--- config.mk ---
export PLATFORM = sky130hd
export DESIGN_NAME = crossing_light_controller
export DESIGN_NICKNAME = d
export VERILOG_FILES = /design/src/rtl/clc_pkg.sv /design/src/rtl/clc_cfg.sv /design/src/rtl/clc_duty.sv /design/src/rtl/clc_core.sv /design/src/rtl/crossing_light_controller.sv
export SDC_FILE = /design/constraint.sdc
export NUM_CORES = 1
export LEC_CHECK = 0
export ABC_AREA = 1
export BUFFER_PORTS_ARGS = -buffer_cell sky130_fd_sc_hd__buf_2
export CAP_MARGIN = 0
export CORE_ASPECT_RATIO = 0.9
export CORE_MARGIN = 2
export CORE_UTILIZATION = 50
export DETAILED_ROUTE_END_ITERATION = 16
export GPL_TIMING_DRIVEN = 1
export PLACE_DENSITY = 0.71
export SLEW_MARGIN = 20
export SYNTH_ARGS = -nofsm -noshare
export SYNTH_HDL_FRONTEND = slang
export SYNTH_SLANG_ARGS = --single-unit
--- constraint.sdc ---
create_clock -name i_clk -period 15.2 [get_ports i_clk]
set_input_delay 3.04 -clock i_clk [delete_from_list [all_inputs] [get_ports i_clk]]
set_output_delay 3.04 -clock i_clk [all_outputs]
set_load 0.02 [all_outputs]
--- src/rtl/clc_pkg.sv ---
// ----------------------------------------------------------------------------
// Crossing light controller package
// Beat types, mode and colour codes, register indexes and reset values that
// are shared by the controller's modules.
// ----------------------------------------------------------------------------
package clc_pkg;

    // Field widths fixed by the interface.
    localparam int FUNC_W   = 2;
    localparam int POT_W    = 12;
    localparam int COLOUR_W = 3;
    localparam int DUTY_W   = 14;
    localparam int MODE_W   = 2;
    localparam int THRESH_W = 10;
    localparam int BLINK_W  = 8;
    localparam int CFG_IDX_W = 3;

    // Gate servo duty mapping, hundredths of a percent.
    localparam logic [DUTY_W-1:0] DUTY_BASE = 14'd700;
    localparam logic [8:0]        DUTY_SPAN = 9'd475;

    // Register reset values.
    localparam logic [THRESH_W-1:0] YELLOW_TICKS_RST    = 10'd30;
    localparam logic [THRESH_W-1:0] WALK_RED_END_RST    = 10'd130;
    localparam logic [THRESH_W-1:0] WALK_YELLOW_END_RST = 10'd160;
    localparam logic [BLINK_W-1:0]  BLINK_PERIOD_RST    = 8'd20;
    localparam logic [BLINK_W-1:0]  BLINK_ON_TICKS_RST  = 8'd10;
    localparam logic [DUTY_W-1:0]   DUTY_CLOSED_RST     = 14'd700;
    localparam logic [DUTY_W-1:0]   DUTY_OPEN_RST       = 14'd1175;

    // Register indexes on the configuration port.
    localparam logic [CFG_IDX_W-1:0] CFG_YELLOW_TICKS    = 3'd0;
    localparam logic [CFG_IDX_W-1:0] CFG_WALK_RED_END    = 3'd1;
    localparam logic [CFG_IDX_W-1:0] CFG_WALK_YELLOW_END = 3'd2;
    localparam logic [CFG_IDX_W-1:0] CFG_BLINK_PERIOD    = 3'd3;
    localparam logic [CFG_IDX_W-1:0] CFG_BLINK_ON_TICKS  = 3'd4;
    localparam logic [CFG_IDX_W-1:0] CFG_DUTY_CLOSED     = 3'd5;
    localparam logic [CFG_IDX_W-1:0] CFG_DUTY_OPEN       = 3'd6;

    typedef enum logic [FUNC_W-1:0] {
        FUNC_TICK   = 2'd0,
        FUNC_BUTTON = 2'd1,
        FUNC_MAINT  = 2'd2,
        FUNC_TRAIN  = 2'd3
    } t_func;

    typedef enum logic [MODE_W-1:0] {
        MODE_TRAFFIC = 2'd0,
        MODE_WALK    = 2'd1,
        MODE_TRAIN   = 2'd2,
        MODE_MAINT   = 2'd3
    } t_mode;

    typedef enum logic [COLOUR_W-1:0] {
        COL_OFF    = 3'd0,
        COL_GREEN  = 3'd1,
        COL_YELLOW = 3'd2,
        COL_RED    = 3'd3,
        COL_BLUE   = 3'd4
    } t_colour;

    typedef struct packed {
        t_func              func;
        logic [POT_W-1:0]   pot_level;
    } t_in_item;

    typedef struct packed {
        t_colour            light_colour;
        logic               gate_is_closed;
        logic               led_bank_on;
        logic [DUTY_W-1:0]  servo_duty;
        t_mode              mode;
    } t_out_item;

    typedef struct packed {
        logic [THRESH_W-1:0] yellow_ticks;
        logic [THRESH_W-1:0] walk_red_end;
        logic [THRESH_W-1:0] walk_yellow_end;
        logic [BLINK_W-1:0]  blink_period;
        logic [BLINK_W-1:0]  blink_on_ticks;
        logic [DUTY_W-1:0]   duty_closed;
        logic [DUTY_W-1:0]   duty_open;
    } t_cfg;

endpackage

--- src/rtl/clc_cfg.sv ---
// ----------------------------------------------------------------------------
// Crossing light controller configuration registers
// Holds the seven timing and duty registers, written one beat at a time.
// ----------------------------------------------------------------------------
module clc_cfg (
    input  logic                          i_clk,
    input  logic                          i_rst_n,
    input  logic                          i_cfg_valid,
    output logic                          o_cfg_ready,
    input  logic [clc_pkg::CFG_IDX_W-1:0] i_cfg_index,
    input  logic [clc_pkg::DUTY_W-1:0]    i_cfg_data,
    output clc_pkg::t_cfg                 o_cfg
);

    clc_pkg::t_cfg r_cfg;

    // Writes are always taken at once.
    assign o_cfg_ready = 1'b1;
    assign o_cfg       = r_cfg;

    // Register file; an unknown index is ignored.
    always_ff @(posedge i_clk) begin
        if (!i_rst_n) begin
            r_cfg.yellow_ticks    <= clc_pkg::YELLOW_TICKS_RST;
            r_cfg.walk_red_end    <= clc_pkg::WALK_RED_END_RST;
            r_cfg.walk_yellow_end <= clc_pkg::WALK_YELLOW_END_RST;
            r_cfg.blink_period    <= clc_pkg::BLINK_PERIOD_RST;
            r_cfg.blink_on_ticks  <= clc_pkg::BLINK_ON_TICKS_RST;
            r_cfg.duty_closed     <= clc_pkg::DUTY_CLOSED_RST;
            r_cfg.duty_open       <= clc_pkg::DUTY_OPEN_RST;
        end else if (i_cfg_valid) begin
            case (i_cfg_index)
                clc_pkg::CFG_YELLOW_TICKS: begin
                    r_cfg.yellow_ticks <= i_cfg_data[clc_pkg::THRESH_W-1:0];
                end
                clc_pkg::CFG_WALK_RED_END: begin
                    r_cfg.walk_red_end <= i_cfg_data[clc_pkg::THRESH_W-1:0];
                end
                clc_pkg::CFG_WALK_YELLOW_END: begin
                    r_cfg.walk_yellow_end <= i_cfg_data[clc_pkg::THRESH_W-1:0];
                end
                clc_pkg::CFG_BLINK_PERIOD: begin
                    r_cfg.blink_period <= i_cfg_data[clc_pkg::BLINK_W-1:0];
                end
                clc_pkg::CFG_BLINK_ON_TICKS: begin
                    r_cfg.blink_on_ticks <= i_cfg_data[clc_pkg::BLINK_W-1:0];
                end
                clc_pkg::CFG_DUTY_CLOSED: begin
                    r_cfg.duty_closed <= i_cfg_data;
                end
                clc_pkg::CFG_DUTY_OPEN: begin
                    r_cfg.duty_open <= i_cfg_data;
                end
                default: begin
                end
            endcase
        end
    end

endmodule

--- src/rtl/clc_duty.sv ---
// ----------------------------------------------------------------------------
// Crossing light controller servo duty mapping
// Scales a potentiometer sample onto the gate servo duty range, rounds it and
// clamps it between the closed and open duties.
// ----------------------------------------------------------------------------
module clc_duty #(
    parameter int POT_BITS = 12
) (
    input  logic [clc_pkg::POT_W-1:0]  i_pot_level,
    input  logic [clc_pkg::DUTY_W-1:0] i_duty_closed,
    input  logic [clc_pkg::DUTY_W-1:0] i_duty_open,
    output logic [clc_pkg::DUTY_W-1:0] o_duty
);

    localparam int PROD_W = POT_BITS + 10;

    logic [POT_BITS-1:0]    w_pot;
    logic [PROD_W-1:0]      w_prod;
    logic [8:0]             w_scaled;
    logic [clc_pkg::DUTY_W-1:0] w_raw;

    // Only the low POT_BITS bits of the sample count.
    assign w_pot = POT_BITS'(i_pot_level);

    // Multiply by the span, add one half and drop the fraction bits.
    assign w_prod = PROD_W'(w_pot) * PROD_W'(clc_pkg::DUTY_SPAN)
                  + (PROD_W'(1) << (POT_BITS - 1));
    assign w_scaled = w_prod[POT_BITS+8:POT_BITS];
    assign w_raw    = clc_pkg::DUTY_BASE + clc_pkg::DUTY_W'(w_scaled);

    // When the two limits cross, a value above the open duty takes the open duty and any other takes the closed duty.
    always_comb begin
        if (w_raw > i_duty_open) begin
            o_duty = i_duty_open;
        end else if (w_raw < i_duty_closed) begin
            o_duty = i_duty_closed;
        end else begin
            o_duty = w_raw;
        end
    end

endmodule

--- src/rtl/clc_core.sv ---
// ----------------------------------------------------------------------------
// Crossing light controller core
// Mode, tick count, blink phase and output state, stepped once for every
// beat that passes from the input register to the result register.
// ----------------------------------------------------------------------------
module clc_core #(
    parameter int COUNT_BITS = 16,
    parameter int POT_BITS   = 12
) (
    input  logic               i_clk,
    input  logic               i_rst_n,
    input  logic               i_fire,
    input  clc_pkg::t_in_item  i_item,
    input  clc_pkg::t_cfg      i_cfg,
    output clc_pkg::t_out_item o_result
);

    localparam int CMP_W = (COUNT_BITS > clc_pkg::THRESH_W) ? COUNT_BITS
                                                            : clc_pkg::THRESH_W;

    clc_pkg::t_mode          r_mode,    n_mode;
    logic [COUNT_BITS-1:0]   r_ticks,   n_ticks;
    logic [clc_pkg::BLINK_W-1:0] r_phase, n_phase;
    logic                    r_changed, n_changed;
    logic                    r_train,   n_train;
    logic                    r_maint,   n_maint;
    clc_pkg::t_colour        r_light,   n_light;
    logic                    r_gate,    n_gate;
    logic                    r_bank,    n_bank;
    logic [clc_pkg::DUTY_W-1:0] r_duty, n_duty;

    logic [clc_pkg::DUTY_W-1:0]  w_pot_duty;
    logic [clc_pkg::BLINK_W:0]   w_phase_inc;
    logic [clc_pkg::BLINK_W:0]   w_period;
    logic [CMP_W-1:0]            w_count;
    logic                        w_le_yellow;
    logic                        w_le_red;
    logic                        w_le_walk_yellow;
    clc_pkg::t_mode              w_seen;

    clc_duty #(
        .POT_BITS      (POT_BITS)
    ) u_duty (
        .i_pot_level   (i_item.pot_level),
        .i_duty_closed (i_cfg.duty_closed),
        .i_duty_open   (i_cfg.duty_open),
        .o_duty        (w_pot_duty)
    );

    // A zero period behaves as a period of one.
    assign w_phase_inc = {1'b0, r_phase} + 9'd1;
    assign w_period    = (i_cfg.blink_period == '0) ? 9'd1 : {1'b0, i_cfg.blink_period};

    // Threshold compares run on the count after this tick.
    assign w_count          = CMP_W'(n_ticks);
    assign w_le_yellow      = w_count <= CMP_W'(i_cfg.yellow_ticks);
    assign w_le_red         = w_count <= CMP_W'(i_cfg.walk_red_end);
    assign w_le_walk_yellow = w_count <= CMP_W'(i_cfg.walk_yellow_end);

    // Tick count and blink phase update.
    always_comb begin
        n_ticks = r_ticks;
        n_phase = r_phase;
        if (i_item.func == clc_pkg::FUNC_TICK) begin
            if (r_changed) begin
                n_ticks = '0;
                n_phase = '0;
            end else begin
                if (r_ticks != '1) begin
                    n_ticks = r_ticks + COUNT_BITS'(1);
                end
                n_phase = (w_phase_inc >= w_period) ? '0
                                                    : w_phase_inc[clc_pkg::BLINK_W-1:0];
            end
        end
    end

    // Mode, light, gate, bank and duty update.
    always_comb begin
        n_mode    = r_mode;
        n_changed = r_changed;
        n_train   = r_train;
        n_maint   = r_maint;
        n_light   = r_light;
        n_gate    = r_gate;
        n_bank    = r_bank;
        n_duty    = r_duty;
        w_seen    = r_mode;

        case (i_item.func)
            clc_pkg::FUNC_TICK: begin
                n_changed = 1'b0;
                case (r_mode)
                    clc_pkg::MODE_TRAFFIC: begin
                        n_light = w_le_yellow ? clc_pkg::COL_YELLOW : clc_pkg::COL_GREEN;
                    end
                    clc_pkg::MODE_WALK: begin
                        if (w_le_yellow) begin
                            n_light = clc_pkg::COL_YELLOW;
                        end else if (w_le_red) begin
                            n_light = clc_pkg::COL_RED;
                        end else if (w_le_walk_yellow) begin
                            n_light = clc_pkg::COL_YELLOW;
                        end else begin
                            n_light = clc_pkg::COL_GREEN;
                            n_mode  = clc_pkg::MODE_TRAFFIC;
                        end
                    end
                    clc_pkg::MODE_TRAIN: begin
                        n_light = w_le_yellow ? clc_pkg::COL_YELLOW : clc_pkg::COL_RED;
                    end
                    default: begin
                        n_duty  = w_pot_duty;
                        n_light = (n_phase <= i_cfg.blink_on_ticks) ? clc_pkg::COL_BLUE
                                                                    : clc_pkg::COL_OFF;
                    end
                endcase
            end
            clc_pkg::FUNC_BUTTON: begin
                w_seen = clc_pkg::MODE_WALK;
            end
            clc_pkg::FUNC_MAINT: begin
                n_maint = !r_maint;
            end
            default: begin
                n_train = !r_train;
                if (!r_train) begin
                    w_seen = clc_pkg::MODE_TRAIN;
                end
            end
        endcase

        // Events act on the mode they see; train wins in traffic and walk.
        if (i_item.func != clc_pkg::FUNC_TICK) begin
            n_mode = w_seen;
            case (w_seen)
                clc_pkg::MODE_TRAFFIC, clc_pkg::MODE_WALK: begin
                    n_gate = 1'b0;
                    n_bank = (w_seen == clc_pkg::MODE_WALK);
                    n_duty = i_cfg.duty_open;
                    if (n_train) begin
                        n_mode = clc_pkg::MODE_TRAIN;
                    end else if (n_maint) begin
                        n_mode = clc_pkg::MODE_MAINT;
                    end
                end
                clc_pkg::MODE_TRAIN: begin
                    n_gate = 1'b1;
                    n_bank = 1'b0;
                    n_duty = i_cfg.duty_closed;
                    if (!n_train) begin
                        n_mode = clc_pkg::MODE_TRAFFIC;
                    end else if (n_maint) begin
                        n_mode = clc_pkg::MODE_MAINT;
                    end
                end
                default: begin
                    n_gate = 1'b1;
                    n_bank = 1'b0;
                    n_duty = i_cfg.duty_closed;
                    if (!n_maint) begin
                        n_mode = clc_pkg::MODE_TRAFFIC;
                    end
                end
            endcase
        end

        // Any change of mode restarts the count on the next tick.
        if (n_mode != r_mode) begin
            n_changed = 1'b1;
        end
    end

    // State registers.
    always_ff @(posedge i_clk) begin
        if (!i_rst_n) begin
            r_mode    <= clc_pkg::MODE_TRAFFIC;
            r_ticks   <= '0;
            r_phase   <= '0;
            r_changed <= 1'b0;
            r_train   <= 1'b0;
            r_maint   <= 1'b0;
            r_light   <= clc_pkg::COL_OFF;
            r_gate    <= 1'b0;
            r_bank    <= 1'b0;
            r_duty    <= clc_pkg::DUTY_OPEN_RST;
        end else if (i_fire) begin
            r_mode    <= n_mode;
            r_ticks   <= n_ticks;
            r_phase   <= n_phase;
            r_changed <= n_changed;
            r_train   <= n_train;
            r_maint   <= n_maint;
            r_light   <= n_light;
            r_gate    <= n_gate;
            r_bank    <= n_bank;
            r_duty    <= n_duty;
        end
    end

    // The result shows the state after this beat.
    assign o_result.light_colour   = n_light;
    assign o_result.gate_is_closed = n_gate;
    assign o_result.led_bank_on    = n_bank;
    assign o_result.servo_duty     = n_duty;
    assign o_result.mode           = n_mode;

endmodule

--- src/rtl/crossing_light_controller.sv ---
// ----------------------------------------------------------------------------
// Crossing light controller
// Road and rail crossing controller: traffic, pedestrian, train and
// maintenance modes driving the light, gate, LED bank and servo duty.
// ----------------------------------------------------------------------------
// The controller takes one beat per clock cycle unless held back, and gives
// exactly one result beat for each input beat, in order. A beat is held in an
// input register, stepped through the mode and timing logic and lands in a
// result register. The result register lets the next input beat be taken
// while a result is still waiting on the output side; only a full result
// register that is not being drained, together with a full input register,
// holds the input back. Configuration writes are taken in any cycle and
// should be made while no beat is in flight.
module crossing_light_controller #(
    parameter int COUNT_BITS = 16,
    parameter int POT_BITS   = 12
) (
    input  logic                          i_clk,
    input  logic                          i_rst_n,
    input  logic                          i_in_valid,
    output logic                          o_in_ready,
    input  clc_pkg::t_in_item             i_in_data,
    output logic                          o_out_valid,
    input  logic                          i_out_ready,
    output clc_pkg::t_out_item            o_out_data,
    input  logic                          i_cfg_valid,
    output logic                          o_cfg_ready,
    input  logic [clc_pkg::CFG_IDX_W-1:0] i_cfg_index,
    input  logic [clc_pkg::DUTY_W-1:0]    i_cfg_data
);

    logic               r_in_valid;
    clc_pkg::t_in_item  r_in_item;
    logic               r_out_valid;
    clc_pkg::t_out_item r_out_item;
    logic               w_fire;
    clc_pkg::t_cfg      w_cfg;
    clc_pkg::t_out_item w_result;

    clc_cfg u_cfg (
        .i_clk       (i_clk),
        .i_rst_n     (i_rst_n),
        .i_cfg_valid (i_cfg_valid),
        .o_cfg_ready (o_cfg_ready),
        .i_cfg_index (i_cfg_index),
        .i_cfg_data  (i_cfg_data),
        .o_cfg       (w_cfg)
    );

    clc_core #(
        .COUNT_BITS (COUNT_BITS),
        .POT_BITS   (POT_BITS)
    ) u_core (
        .i_clk      (i_clk),
        .i_rst_n    (i_rst_n),
        .i_fire     (w_fire),
        .i_item     (r_in_item),
        .i_cfg      (w_cfg),
        .o_result   (w_result)
    );

    // A held beat moves on when the result register is free or draining.
    assign w_fire     = r_in_valid && (!r_out_valid || i_out_ready);
    assign o_in_ready = !r_in_valid || w_fire;

    // Input register.
    always_ff @(posedge i_clk) begin
        if (!i_rst_n) begin
            r_in_valid <= 1'b0;
        end else if (o_in_ready) begin
            r_in_valid <= i_in_valid;
        end
    end

    always_ff @(posedge i_clk) begin
        if (i_in_valid && o_in_ready) begin
            r_in_item <= i_in_data;
        end
    end

    // Result register.
    always_ff @(posedge i_clk) begin
        if (!i_rst_n) begin
            r_out_valid <= 1'b0;
        end else if (w_fire) begin
            r_out_valid <= 1'b1;
        end else if (i_out_ready) begin
            r_out_valid <= 1'b0;
        end
    end

    always_ff @(posedge i_clk) begin
        if (w_fire) begin
            r_out_item <= w_result;
        end
    end

    assign o_out_valid = r_out_valid;
    assign o_out_data  = r_out_item;

endmodule

Yosys cells after proc, flatten, opt, wreduce, memory -nomap -nowiden
Index checks and enable logic that the tools add are counted.
{ "classes": {"n_eq_ne": 14, "n_reduce_logical": 28, "n_mul": 1, "shift": 0, "n_lt_le_gt_ge": 7, "n_addsub": 4, "mux": 44, "n_div": 0, "bitwise": 0} }
{ "ops": {"columns": ["cell", "n"], "rows": [
  ["two-way mux 14 bit", 6],
  ["less-or-equal comparator 16 x 10 -> 1 bit", 3],
  ["two-way mux 16 bit", 3],
  ["two-way mux 8 bit", 4],
  ["two-way mux 2 bit", 13],
  ["adder 21 x 12 -> 21 bit, second input constant", 1],
  ["multiplier 12 x 9 -> 21 bit, second input constant", 1],
  ["adder 16 x 1 -> 16 bit, second input constant", 1],
  ["inequality test 16 bit, second input constant", 1],
  ["AND reduction 2 bit", 8],
  ["> comparator 11 x 14 -> 1 bit", 1],
  ["less-than comparator 11 x 14 -> 1 bit", 1],
  ["two-way mux 3 bit", 4],
  ["adder 10 x 9 -> 11 bit, first input constant", 1],
  ["two-way mux 1 bit", 11],
  ["adder 8 x 1 -> 9 bit, second input constant", 1],
  ["== test 3 bit, second input constant", 3],
  ["greater-or-equal comparator 9 bit", 1],
  ["one-hot mux 3 bit (3 select lines)", 1],
  ["less-or-equal comparator 8 bit", 1],
  ["zero test 8 bit", 1],
  ["one-hot mux 2 bit (2 select lines)", 2],
  ["== test 2 x 1 -> 1 bit, second input constant", 3],
  ["== test 2 bit, second input constant", 3],
  ["other kinds (11)", 23]
]} }
{ "word_totals": {"in_bits": 36, "elab_cells": 124, "latchBits": 0, "mem_bits_rw": 0, "out_inout_bits": 24, "rom_bits": 0, "mem_count": 0, "register_bits": 159} }

Longest topological paths before layout
Gate-level depths: netlist of the first run.
{ "depth": {"depth_word": 14, "ltp_mapped": 40, "depth_no_buf": 39} }

Hierarchy
Synthesis of the first run repeated with hierarchy kept, for this count alone.
{ "unflattened": {"hier_cells": 1696, "hier_area_um2": 12303.0} }
{ "modules_own_cells": {"columns": ["mod", "cells_each", "area_each_um2", "seq_area_each_um2", "instances"], "rows": [
  ["clc_core", 696, 4395.5, 960.9, 1],
  ["clc_duty", 542, 3828.7, 0.0, 1],
  ["clc_cfg", 410, 2932.8, 1481.4, 1],
  ["crossing_light_controller", 48, 1146.1, 1091.0, 1]
]} }

Worst setup path after synthesis of the first run
Ideal clock, no wire load.
{ "synth_path": {"kind": "input to output", "startpoint": "input i_out_ready", "endpoint": "output o_in_ready", "path_stages": 2, "arrival_ns": 3.293, "path_buffers": 0, "path_slack_ns": 8.867, "required_time_ns": 12.160, "cell_sequence": "inv_1 -> nand3_1"} }
{ "synth_between": {"elab_chain_len": 3} }
{ "synth_rtl": {"columns": ["element", "line", "rtl"], "rows": [
  ["start, declared", "crossing_light_controller.sv:24", "input logic i_out_ready,"],
  ["logical OR 1 bit", "crossing_light_controller.sv:63", "assign w_fire = r_in_valid && (!r_out_valid || i_out_ready);"],
  ["logical AND 1 bit", "crossing_light_controller.sv:63", null],
  ["logical OR 1 bit", "crossing_light_controller.sv:64", "assign o_in_ready = !r_in_valid || w_fire;"],
  ["end, declared", "crossing_light_controller.sv:21", "output logic o_in_ready,"]
]} }
Every way passes these cells.

Worst setup path after layout of the first run
{ "layout_path": {"startpoint": "register r_in_item[3] (netlist name)", "endpoint": "register u_core.r_duty[6] (netlist name)"} }
{ "layout_between": {"elab_chain_len": 9, "elab_cells_between_ends": 10} }
{ "layout_rtl": {"columns": ["element", "line", "rtl"], "rows": [
  ["start, declared", "crossing_light_controller.sv:33", "clc_pkg::t_in_item r_in_item;"],
  ["start signal, assigned", "crossing_light_controller.sv:77", "r_in_item <= i_in_data;"],
  ["multiplier 12 x 9 -> 21 bit (*)", "clc_duty.sv:26", "assign w_prod = PROD_W'(w_pot) * PROD_W'(clc_pkg::DUTY_SPAN)"],
  ["adder 21 x 12 -> 21 bit (*)", "clc_duty.sv:27", "+ (PROD_W'(1) << (POT_BITS - 1));"],
  ["adder 10 x 9 -> 11 bit (*)", "clc_duty.sv:29", "assign w_raw = clc_pkg::DUTY_BASE + clc_pkg::DUTY_W'(w_scaled);"],
  ["less-than comparator 11 x 14 -> 1 bit", "clc_duty.sv:35", "end else if (w_raw < i_duty_closed) begin"],
  ["two-way mux 14 bit", "clc_duty.sv:35", null],
  ["two-way mux 14 bit (*)", "clc_duty.sv:33", "if (w_raw > i_duty_open) begin"],
  ["two-way mux 14 bit (*)", "clc_core.sv:93", "case (r_mode)"],
  ["two-way mux 14 bit (*)", "clc_core.sv:90", "case (i_item.func)"],
  ["two-way mux 14 bit (*)", "clc_core.sv:134", "if (i_item.func != clc_pkg::FUNC_TICK) begin"],
  ["end signal, assigned", "clc_core.sv:186", "r_duty <= clc_pkg::DUTY_OPEN_RST;"],
  ["end signal, assigned", "clc_core.sv:197", "r_duty <= n_duty;"],
  ["end, declared", "clc_core.sv:30", "logic [clc_pkg::DUTY_W-1:0] r_duty, n_duty;"]
]} }
Mark *: on every way between the ends. The rest lies on a longest branch, timed or not.
A chain may end at the register's enable or synchronous reset.

==> results of run 1 <==
path summary, 6_finish.rpt:
path	to	slack, ns	cells after the start
worst max-delay path	u_core.r_duty[6]$_SDFFE_PN0P_	7.81	36
worst min-delay path	u_cfg.o_cfg[62]$_SDFFE_PN0P_	0.46	2
worst max register to register	u_core.r_duty[6]$_SDFFE_PN0P_	7.81	36
worst min register to register	u_cfg.o_cfg[62]$_SDFFE_PN0P_	0.46	2
where the power goes:
| group | internal (mW) | switching (mW) |
|---|---|---|
| clock | 0.232 | 0.229 |
| sequential | 0.454 | 0.0143 |
| combinational | 0.501 | 0.902 |
registers in the layout, summed over array words and instances (netlist names), 2 cells and up:
register / count
o_out_data: 21
u_core.r_phase: 8
u_core.r_ticks: 16
u_core.r_light: 3
u_core.r_duty: 14
u_cfg.o_cfg: 74
u_core.r_mode: 2
r_in_item: 14
cells by family after synthesis:
group	count (synthesis)	share of synthesized area, %
and+or+nand+nor	521	19.7
buffers and inverters	339	11.0
AOI/OAI and AO/OA	338	16.2
adders and majority gates	181	22.1
DFF	159	30.0
xor gates and xnor gates	12	0.894
other	1	0.0319
metal layers:
metal  GRT usage, %  wire, µm
met3           4.71      1760
met4           5.17       392
met5              0         0
met1           35.3     14500
met2           37.4     12500
cell usage in the layout, fill, tap and decap left out, types with 5 or more instances in the layout:
cell       synthesis  routed
nand3_1           72      72
clkinv_8           0       5
nor3_2             5       5
ha_1             136     136
o21bai_1           6       6
nand2_1          272     272
inv_12             0       6
o21ai_1            9       9
fa_1              45      45
nor2_1            97      96
o21ai_0          110     110
a22oi_1           11      11
inv_1            286     285
xor2_1             9       9
nand2_2           14      14
nand3_2            6       6
inv_2              8       8
nor2_2             4       5
nand4_1           15      15
clkbuf_16          0      17
dfxtp_1          124     124
nor3_1            17      17
o211ai_1          29      29
buf_2              5      58
edfxtp_1          35      35
a21oi_1          144     144
area by class of cell:
| cell class | count | share of cell area [%] |
|---|---|---|
| Tap cell | 302 | 2.93 |
| Sequential cell | 159 | 27.4 |
| Clock buffer | 17 | 3.29 |
| Inverter | 295 | 8.58 |
| Multi-Input combinational cell | 1053 | 53.7 |
| Timing Repair Buffer | 61 | 2.42 |
| Clock inverter | 15 | 1.70 |
worst max-delay path: cells and delay by family, from the launching register on:
family / cells / cell delay, ns
buf+inv: 7 / 0.51
fa+ha+maj: 8 / 3.28
compound gates: 2 / 0.83
flops: 1 / 0.38
simple gates: 19 / 2.34
==> metrics.md, run 1 <==
| Metric | Value |
|---|---|
| Req. time, crit path | `15.58 ns` |
| # resized after CTS | `0` |
| Clock Skew | `0.0197 ns` |
| IO Pins | `60` |
| Routed vias/inst | `5.36` |
| Post-CTS Hold Fix Bufs | `0` |
| Sink Count | `159` |
| Setup Fix Bufs, Post-CTS | `0` |
| Yosys cell types | `56` |
| CP endpoint kind | `register` |
| Pwr per Cell Area | `181 nW/µm²` |
| Remaining antenna violation count | `0` |
| Gpl congestion | `0.902` |
| Clock Tree Root | `clkbuf_16` |
| Share of flip-flops with an asynchronous set or reset | `0%` |
| Hold Slack | `0.465 ns` |
| Worst Tran Pin Value | `1.08 ns` |
| Pre-antenna DRT Iters | `7` |
| Core Area | `23200 µm²` |
| Max-slew violations | `0` |
| RSZ-0062 raised after global routing | `no` |
| Most frequent cell after synthesis | `inv_1` |
| R2r startpoint | `r_in_item[3]$_DFFE_PP_` |
| Seq/Total Area, Yosys | `30.0%` |
| Synth area leaders | `dfxtp_1 21%, ha_1 14%, inv_1 9.1%` |
| WS Path Type | `reg -> reg` |
| Lkg Pwr | `6.29 nW` |
| Final setup viols | `0` |
| Min-delay worst type | `reg -> reg` |
| Register bit total from synthesis | `159` |
| Synth top area share | `21.1%` |
| Area grow syn2layout | `9.80%` |
| Crit Path Max Fanout | `12` |
| First-pass GRT wire length | `48800 µm` |
| Yosys warns | `0` |
| Post-DP Area | `12300 µm²` |
| Clk_lat worst skew | `0.45 ns` |
| CTS H-tree depth | `4` |
| Die area | `24800 µm²` |
| Num rows | `53` |
| Ant diodes | `0` |
| Dpl ws | `7.91 ns` |
| Slowest CP cell | `a32oi_1` |
| Total number of vias | `10200` |
| Maxcap violations | `0` |
| Most frequent CP cell | `nand2_1` |
| Synth area leader | `dfxtp_1` |
| Initial Utilization | `50.7%` |
| Syn nets | `1768` |
| # fillers | `2153` |
| Footprint of the multi-input gates | `6940 µm²` |
| Iteration-0 DRC Markers | `873` |
| Die Span Y | `150 µm` |
| Port bufs | `58` |
| Ratio of cells with drive above 1 in the final layout | `9.13%` |
| Max-slew headroom | `27.9%` |
| Vias in the first global route | `9558` |
| Nets | `1804` |
| Worst setup margin | `7.81 ns` |
| Total power | `2.33 mW` |
| Post-Synthesis Cells | `1551` |
| VDD IR-drop max | `0.000163 V` |
| Most used DFF post-synth | `dfxtp_1` |
| CP startpoint | `r_in_item[3]$_DFFE_PP_` |
| GRT overflow | `0` |
| Top cells by count, synth | `286 x inv_1, 272 x nand2_1, 144 x a21oi_1` |
| CTS max path bufs | `2` |
| Pin count of the biggest net entering global routing | `82` |
| Post-synth EDFFs | `35` |
| Cell area after synthesis | `11800 µm²` |
| Upper clock frequency limit | `135 MHz` |
| CTS tree | `done` |
| Fin crit share | `48.6%` |
| Drt drc | `0` |
| Die span in x | `166 µm` |
| Mean Syn Cell Area | `7.58 µm²` |
| Crit path time final | `7.39 ns` |
| Initial antenna violation count | `0` |
| Arr. time, crit path | `7.77 ns` |
| Final WL | `29200 µm` |
| Max incr delay on CP | `0.74 ns` |
| CTS Buf Count | `17` |
| Inst Count DP | `1870` |
| Hold Startpoint | `u_cfg.o_cfg[62]$_SDFFE_PN0P_` |
| Setup TNS | `0 ns` |
| Clock transition at the registers of the reported paths | `0.08 ns` |
| Final core utilization | `55.6%` |
| Status | `finished, final reports clean` |
| Cell area after layout | `12900 µm²` |
| Fin cells | `1902` |
| Hold Violations, Final | `0` |
| Post-DP HPWL | `22200 µm` |
| Routed WL per cell | `15.3 µm` |
| Critical path launch point type | `register` |
| GRT Total Usage | `24.2%` |
| Register area | `3530 µm²` |
(Power assumes the default switching activity.)
==> run 2, diff against run 1 <==
PLACE_DENSITY = 0.74   (was 0.71)
clock period = 6.3 ns   (was 15.2 ns; I/O delays follow)
==> run 2 against run 1 <==
  * Hold slack worse by 0.00059 ns
  * Clock power is 130% higher
  * Critical endpoint is now o_out_data[6]$_DFFE_PP_
  * Cell count is 2.1% higher
  * Register-to-register slack worse by 7.7 ns
  * Non-clock buffer count grew 39
  * Largest power group unchanged
  * Combinational power rose to 3.4 times the previous value
  * Global-route usage is 0.39 points lower
  * Total power increased to 3.0 times the previous value
==> metrics.md, run 2 (synthesis results as in run 1) <==
| Metric | Value |
|---|---|
| Crit path time final | `6.20 ns (was 7.39 ns)` |
| Final core utilization | `59.0% (was 55.6%)` |
| Max-slew violations | `0 (unchanged)` |
| Remaining antenna violation count | `0 (unchanged)` |
| Max reg flops | `74 (unchanged)` |
| Gpl congestion | `0.954 (was 0.902)` |
| Hold Slack | `0.464 ns (was 0.465 ns)` |
| GRT overflow | `0 (unchanged)` |
| Post-CTS Hold Fix Bufs | `0 (unchanged)` |
| Pre-antenna DRT Iters | `8 (was 7)` |
| Total number of vias | `10500 (was 10200)` |
| Final setup viols | `0 (unchanged)` |
| Final WL | `30100 µm (was 29200 µm)` |
| Footprint of the multi-input gates | `7450 µm² (was 6940 µm²)` |
| Clk_lat worst skew | `0.44 ns (was 0.45 ns)` |
| Post-DP Area | `12500 µm² (was 12300 µm²)` |
| Arr. time, crit path | `6.39 ns (was 7.77 ns)` |
| Pin count of the biggest net entering global routing | `82 (unchanged)` |
| IO Pins | `60 (unchanged)` |
| Most frequent CP cell | `nand2_2 (was nand2_1)` |
| Lkg Pwr | `6.52 nW (was 6.29 nW)` |
| First-pass GRT wire length | `48200 µm (was 48800 µm)` |
| Nets | `1843 (was 1804)` |
| Initial antenna violation count | `0 (unchanged)` |
| Fin cells | `1941 (was 1902)` |
| Register area | `3530 µm² (unchanged)` |
| Core Area | `23200 µm² (unchanged)` |
| Routed WL per cell | `15.5 µm (was 15.3 µm)` |
| Vias in the first global route | `9708 (was 9558)` |
| GRT Total Usage | `23.8% (was 24.2%)` |
| Worst setup margin | `0.0995 ns (was 7.81 ns)` |
| Hold Violations, Final | `0 (unchanged)` |
| Sink Count | `159 (unchanged)` |
| Min-delay worst type | `reg -> reg (unchanged)` |
| Die area | `24800 µm² (unchanged)` |
| Critical path buffers and inverters | `6 (was 7)` |
| R2r startpoint | `r_in_item[3]$_DFFE_PP_ (unchanged)` |
| Max incr delay on CP | `0.59 ns (was 0.74 ns)` |
| Req. time, crit path | `6.49 ns (was 15.58 ns)` |
| Initial Utilization | `50.7% (unchanged)` |
| WS Path Type | `reg -> reg (unchanged)` |
| Reg2Reg Depth | `32 (was 36)` |
| Iteration-0 DRC Markers | `811 (was 873)` |
| Clock Tree Root | `clkbuf_16 (unchanged)` |
| Total power | `6.90 mW (was 2.33 mW)` |
| Fin crit share | `98.4% (was 48.6%)` |
| FF-to-FF setup slack | `0.1 ns (was 7.81 ns)` |
| Ant diodes | `0 (unchanged)` |
| CTS Buf Count | `17 (unchanged)` |
| VDD IR-drop max | `0.000482 V (was 0.000163 V)` |
| Crit Path Max Fanout | `6 (was 12)` |
| Most frequent cells in the layout | `271 x inv_1, 246 x nand2_1, 135 x a21oi_1, 124 x dfxtp_1, 116 x ha_1 (was 285 x inv_1, 272 x nand2_1, 144 x a21oi_1, 136 x ha_1, 124 x dfxtp_1)` |
| Hold Startpoint | `u_cfg.o_cfg[53]$_SDFFE_PN0P_ (was u_cfg.o_cfg[62]$_SDFFE_PN0P_)` |
| Most common cell after layout, fill and taps aside | `inv_1 (unchanged)` |
| WHS Endpoint | `u_cfg.o_cfg[53]$_SDFFE_PN0P_ (was u_cfg.o_cfg[62]$_SDFFE_PN0P_)` |
| Dpl ws | `-0.102 ns (was 7.91 ns)` |
| Post-DP HPWL | `22300 µm (was 22200 µm)` |
| Area grow syn2layout | `16.5% (was 9.80%)` |
| RSZ-0062 raised after global routing | `yes (was no)` |
| Max-slew headroom | `27.0% (was 27.9%)` |
| Delay-heaviest family, CP | `adder cells (unchanged)` |
| # fillers | `2032 (was 2153)` |
| Ratio of cells with drive above 1 in the final layout | `17.2% (was 9.13%)` |
| Status | `finished, final reports clean (unchanged)` |
| Slowest CP cell | `fa_2 (was a32oi_1)` |
| Upper clock frequency limit | `161 MHz (was 135 MHz)` |
| Die Span Y | `150 µm (unchanged)` |
| CP endpoint kind | `register (unchanged)` |
| CTS tree | `done (unchanged)` |
| CTS max path bufs | `2 (unchanged)` |
| FF-to-FF End | `o_out_data[6]$_DFFE_PP_ (was u_core.r_duty[6]$_SDFFE_PN0P_)` |
| Port bufs | `58 (unchanged)` |
| Worst Tran Pin Value | `1.09 ns (was 1.08 ns)` |
| Inst Count DP | `1896 (was 1870)` |
| Cell area after layout | `13700 µm² (was 12900 µm²)` |
| Clock Skew | `0.0117 ns (was 0.0197 ns)` |
| Die span in x | `166 µm (unchanged)` |
| Critical path launch point type | `register (unchanged)` |
| Hold Path Stages | `2 (unchanged)` |
| Maxcap violations | `0 (unchanged)` |
| Clock transition at the registers of the reported paths | `0.08 ns (about the same)` |
| Setup TNS | `0 ns (unchanged)` |
| Drt drc | `0 (unchanged)` |
| CTS H-tree depth | `4 (unchanged)` |
| Routed vias/inst | `5.40 (was 5.36)` |
| Pwr per Cell Area | `504 nW/µm² (was 181 nW/µm²)` |
| Num rows | `53 (unchanged)` |
run 2: area by class of cell:
cell class	instances	area share (%)
Inverter	295	8.08
Timing Repair Buffer	100	4.51
Tap cell	302	2.76
Multi-Input combinational cell	1053	54.4
Clock inverter	15	1.36
Sequential cell	159	25.8
Clock buffer	17	3.11
run 2: power breakdown:
group | total, mW | internal (mW) | switching, mW | leakage (nW)
registers | 1.12 | 1.09 | 0.0299 | 1.35
logic | 4.70 | 1.93 | 2.77 | 4.87
clock network | 1.07 | 0.544 | 0.527 | 0.298
run 2: how the worst max path moves through the flow:
stage                                 from                       endpoint  slack [ns]  cells past startpoint
floorplan           r_in_item[3]$_DFFE_PP_       o_out_data[10]$_DFFE_PP_        0.17                     35
global placement    r_in_item[2]$_DFFE_PP_       o_out_data[12]$_DFFE_PP_        0.04                     35
detailed placement  r_in_item[4]$_DFFE_PP_        o_out_data[9]$_DFFE_PP_       -0.10                     33
CTS                 r_in_item[5]$_DFFE_PP_        o_out_data[7]$_DFFE_PP_        0.02                     33
global route        r_in_item[3]$_DFFE_PP_  u_core.r_duty[3]$_SDFFE_PN0P_       -0.18                     35
finish              r_in_item[3]$_DFFE_PP_        o_out_data[6]$_DFFE_PP_         0.1                     32
run 2: worst register-to-register path: cells and delay by family (launching register included):
kind | cells | cell delay [ns]
buffers and inverters | 6 | 0.54
adder cells (fa/ha/maj) | 8 | 3.16
AO/OA/AOI/OAI | 4 | 0.68
flip-flops | 1 | 0.41
AND/OR/NAND/NOR | 14 | 1.12
run 2: routing by layer:
layer	wire length (µm)	track usage [%]	up-vias	share of wire, %
met5	0	0	-	0
met4	514	5.96	0	1.7
met3	1690	3.91	42	5.6
met2	13900	38.4	303	46
met1	14000	33.6	4895	46
li1	-	-	5238	-
run 2: repair_timing:
item / in CTS / in global routing
setup endpoints to repair: 27 / 28
buffers inserted: 3 / 9
gates cloned: 0 / 1
pin swaps: 9 / 56
gates resized for setup: 15 / 116
==> run 3, diff against run 2 <==
CTS_BUF_LIST = sky130_fd_sc_hd__clkbuf_8   (was not set)
REMOVE_ABC_BUFFERS = 1   (was not set)
==> run 3 against run 2 <==
  * Routed wire length increased by 4.9%
  * Total power increased by 2.3%
  * Maximum frequency shrank 0.81%
  * Cell count is 0.15% higher
  * Largest power group unchanged
  * Highest routed layer unchanged
==> metrics.md, run 3 (synthesis results as in run 1) <==
| Metric | Value |
|---|---|
| Status | `finished, final reports clean (unchanged)` |
| Delay-heaviest family, CP | `adder cells (unchanged)` |
| GRT overflow | `0 (unchanged)` |
| Lkg Pwr | `6.47 nW (was 6.52 nW)` |
| Clock Skew | `0.0266 ns (was 0.0117 ns)` |
| Most common cell after layout, fill and taps aside | `inv_1 (unchanged)` |
| Max-slew violations | `0 (unchanged)` |
| Iteration-0 DRC Markers | `980 (was 811)` |
| Maxcap violations | `0 (unchanged)` |
| Gpl congestion | `0.922 (was 0.954)` |
| CTS tree | `done (unchanged)` |
| Req. time, crit path | `6.53 ns (was 6.49 ns)` |
| Critical path buffers and inverters | `7 (was 6)` |
| Worst Tran Pin Value | `1.20 ns (was 1.09 ns)` |
| Pin count of the biggest net entering global routing | `82 (unchanged)` |
| VDD IR-drop max | `0.000374 V (was 0.000482 V)` |
| Upper clock frequency limit | `160 MHz (was 161 MHz)` |
| IO Pins | `60 (unchanged)` |
| Area grow syn2layout | `16.3% (was 16.5%)` |
| Final setup viols | `0 (unchanged)` |
| Initial Utilization | `50.7% (unchanged)` |
| CTS H-tree depth | `4 (unchanged)` |
| Clock transition at the registers of the reported paths | `0.11 ns (was 0.08 ns)` |
| CTS max path bufs | `2 (unchanged)` |
| Critical path launch point type | `register (unchanged)` |
| Cell area after layout | `13700 µm² (about the same)` |
| Initial antenna violation count | `0 (unchanged)` |
| Remaining antenna violation count | `0 (unchanged)` |
| Min-delay worst type | `reg -> reg (unchanged)` |
| Crit Path Max Fanout | `5 (was 6)` |
| Port bufs | `58 (unchanged)` |
| Fin crit share | `99.2% (was 98.4%)` |
| Crit path time final | `6.25 ns (was 6.20 ns)` |
| Max-slew headroom | `19.7% (was 27.0%)` |
| Setup TNS | `0 ns (unchanged)` |
| Num rows | `53 (unchanged)` |
| Total number of vias | `10600 (was 10500)` |
| Final WL | `31600 µm (was 30100 µm)` |
| Most frequent cells in the layout | `273 x inv_1, 238 x nand2_1, 134 x a21oi_1, 124 x dfxtp_1, 113 x ha_1 (was 271 x inv_1, 246 x nand2_1, 135 x a21oi_1, 124 x dfxtp_1, 116 x ha_1)` |
| Die Span Y | `150 µm (unchanged)` |
| Clock Tree Root | `clkbuf_8 (was clkbuf_16)` |
| CP endpoint kind | `register (unchanged)` |
| First-pass GRT wire length | `48900 µm (was 48200 µm)` |
| Pre-antenna DRT Iters | `6 (was 8)` |
| Drt drc | `0 (unchanged)` |
| Slowest CP cell | `fa_1 (was fa_2)` |
| Most frequent CP cell | `nand2_1 (was nand2_2)` |
| Die span in x | `166 µm (unchanged)` |
| Nets | `1846 (was 1843)` |
| RSZ-0062 raised after global routing | `yes (unchanged)` |
| Clk_lat worst skew | `0.50 ns (was 0.44 ns)` |
| GRT Total Usage | `24.3% (was 23.8%)` |
| Routed WL per cell | `16.2 µm (was 15.5 µm)` |
| Routed vias/inst | `5.47 (was 5.40)` |
| Max incr delay on CP | `0.53 ns (was 0.59 ns)` |
| Pwr per Cell Area | `516 nW/µm² (was 504 nW/µm²)` |
| Sink Count | `159 (unchanged)` |
| Ratio of cells with drive above 1 in the final layout | `18.2% (was 17.2%)` |
| Arr. time, crit path | `6.48 ns (was 6.39 ns)` |
| Vias in the first global route | `9847 (was 9708)` |
| FF-to-FF setup slack | `0.05 ns (was 0.1 ns)` |
| Max reg flops | `74 (unchanged)` |
| Core Area | `23200 µm² (unchanged)` |
| CTS Buf Count | `17 (unchanged)` |
| Post-DP Area | `12500 µm² (about the same)` |
| Die area | `24800 µm² (unchanged)` |
| Post-DP HPWL | `21800 µm (was 22300 µm)` |
| Post-CTS Hold Fix Bufs | `0 (unchanged)` |
| Ant diodes | `0 (unchanged)` |
| Hold Violations, Final | `0 (unchanged)` |
| WS Path Type | `reg -> reg (unchanged)` |
[run 3: path summary, 6_finish.rpt]
| check | startpoint | to | cells after the start |
|---|---|---|---|
| max reg2reg | r_in_item[3]$_DFFE_PP_ | o_out_data[9]$_DFFE_PP_ | 30 |
| min | u_cfg.o_cfg[34]$_SDFFE_PN0P_ | u_cfg.o_cfg[34]$_SDFFE_PN0P_ | 2 |
| max | r_in_item[3]$_DFFE_PP_ | o_out_data[9]$_DFFE_PP_ | 30 |
| min reg2reg | u_cfg.o_cfg[34]$_SDFFE_PN0P_ | u_cfg.o_cfg[34]$_SDFFE_PN0P_ | 2 |
[run 3: power breakdown]
part / switching (mW) / internal [mW]
combinational: 3.02 / 2.09
clock: 0.460 / 0.363
sequential: 0.0294 / 1.09
[run 3: worst min-delay path, stage by stage (launching register included)]
cell	delay [ns]
dfxtp_1	0.31
inv_1	0.06
a21oi_1	0.06
[run 3: layout make-up]
cell class                 instances  area [µm²]
clock buffer                      17         234
clock inverter                    15         173
fill                            2049        9540
inverter                         295        1110
multi-input combinational       1053        7570
sequential                       159        3530
tap                              302         378
timing repair buffer             103         673
[run 3: routing by layer]
layer  global-route usage [%]  wire length, µm  vias to the layer above
met4                     7.35              739                        0
met2                     38.9            14600                      326
met1                     34.1            14500                     5012
li1                         -                -                     5243
met5                        0                0                        -
met3                     3.68             1710                       58
[run 3: through the flow]
step	power, mW	instances	setup slack (ns)	utilization, %	hold WS [ns]
4_1_cts	5.47	1929	0.0106	55.6	0.468
3_3_place_gp	4.54	1896	0.118	53.7	0.449
3_5_place_dp	4.61	1896	-0.0428	53.7	0.455
6_report	7.06	1944	0.0490	58.9	0.469
5_1_grt	7.58	1944	-0.208	58.9	0.487
2_1_floorplan	3.71	1507	-0.0780	-	0.435
[run 3: timing repair]
action	4_1_cts	5_1_grt
cloned	0	3
gates resized for setup	10	151
endpoints found under the setup margin	23	28
buffers inserted	1	12
pin swaps	1	76
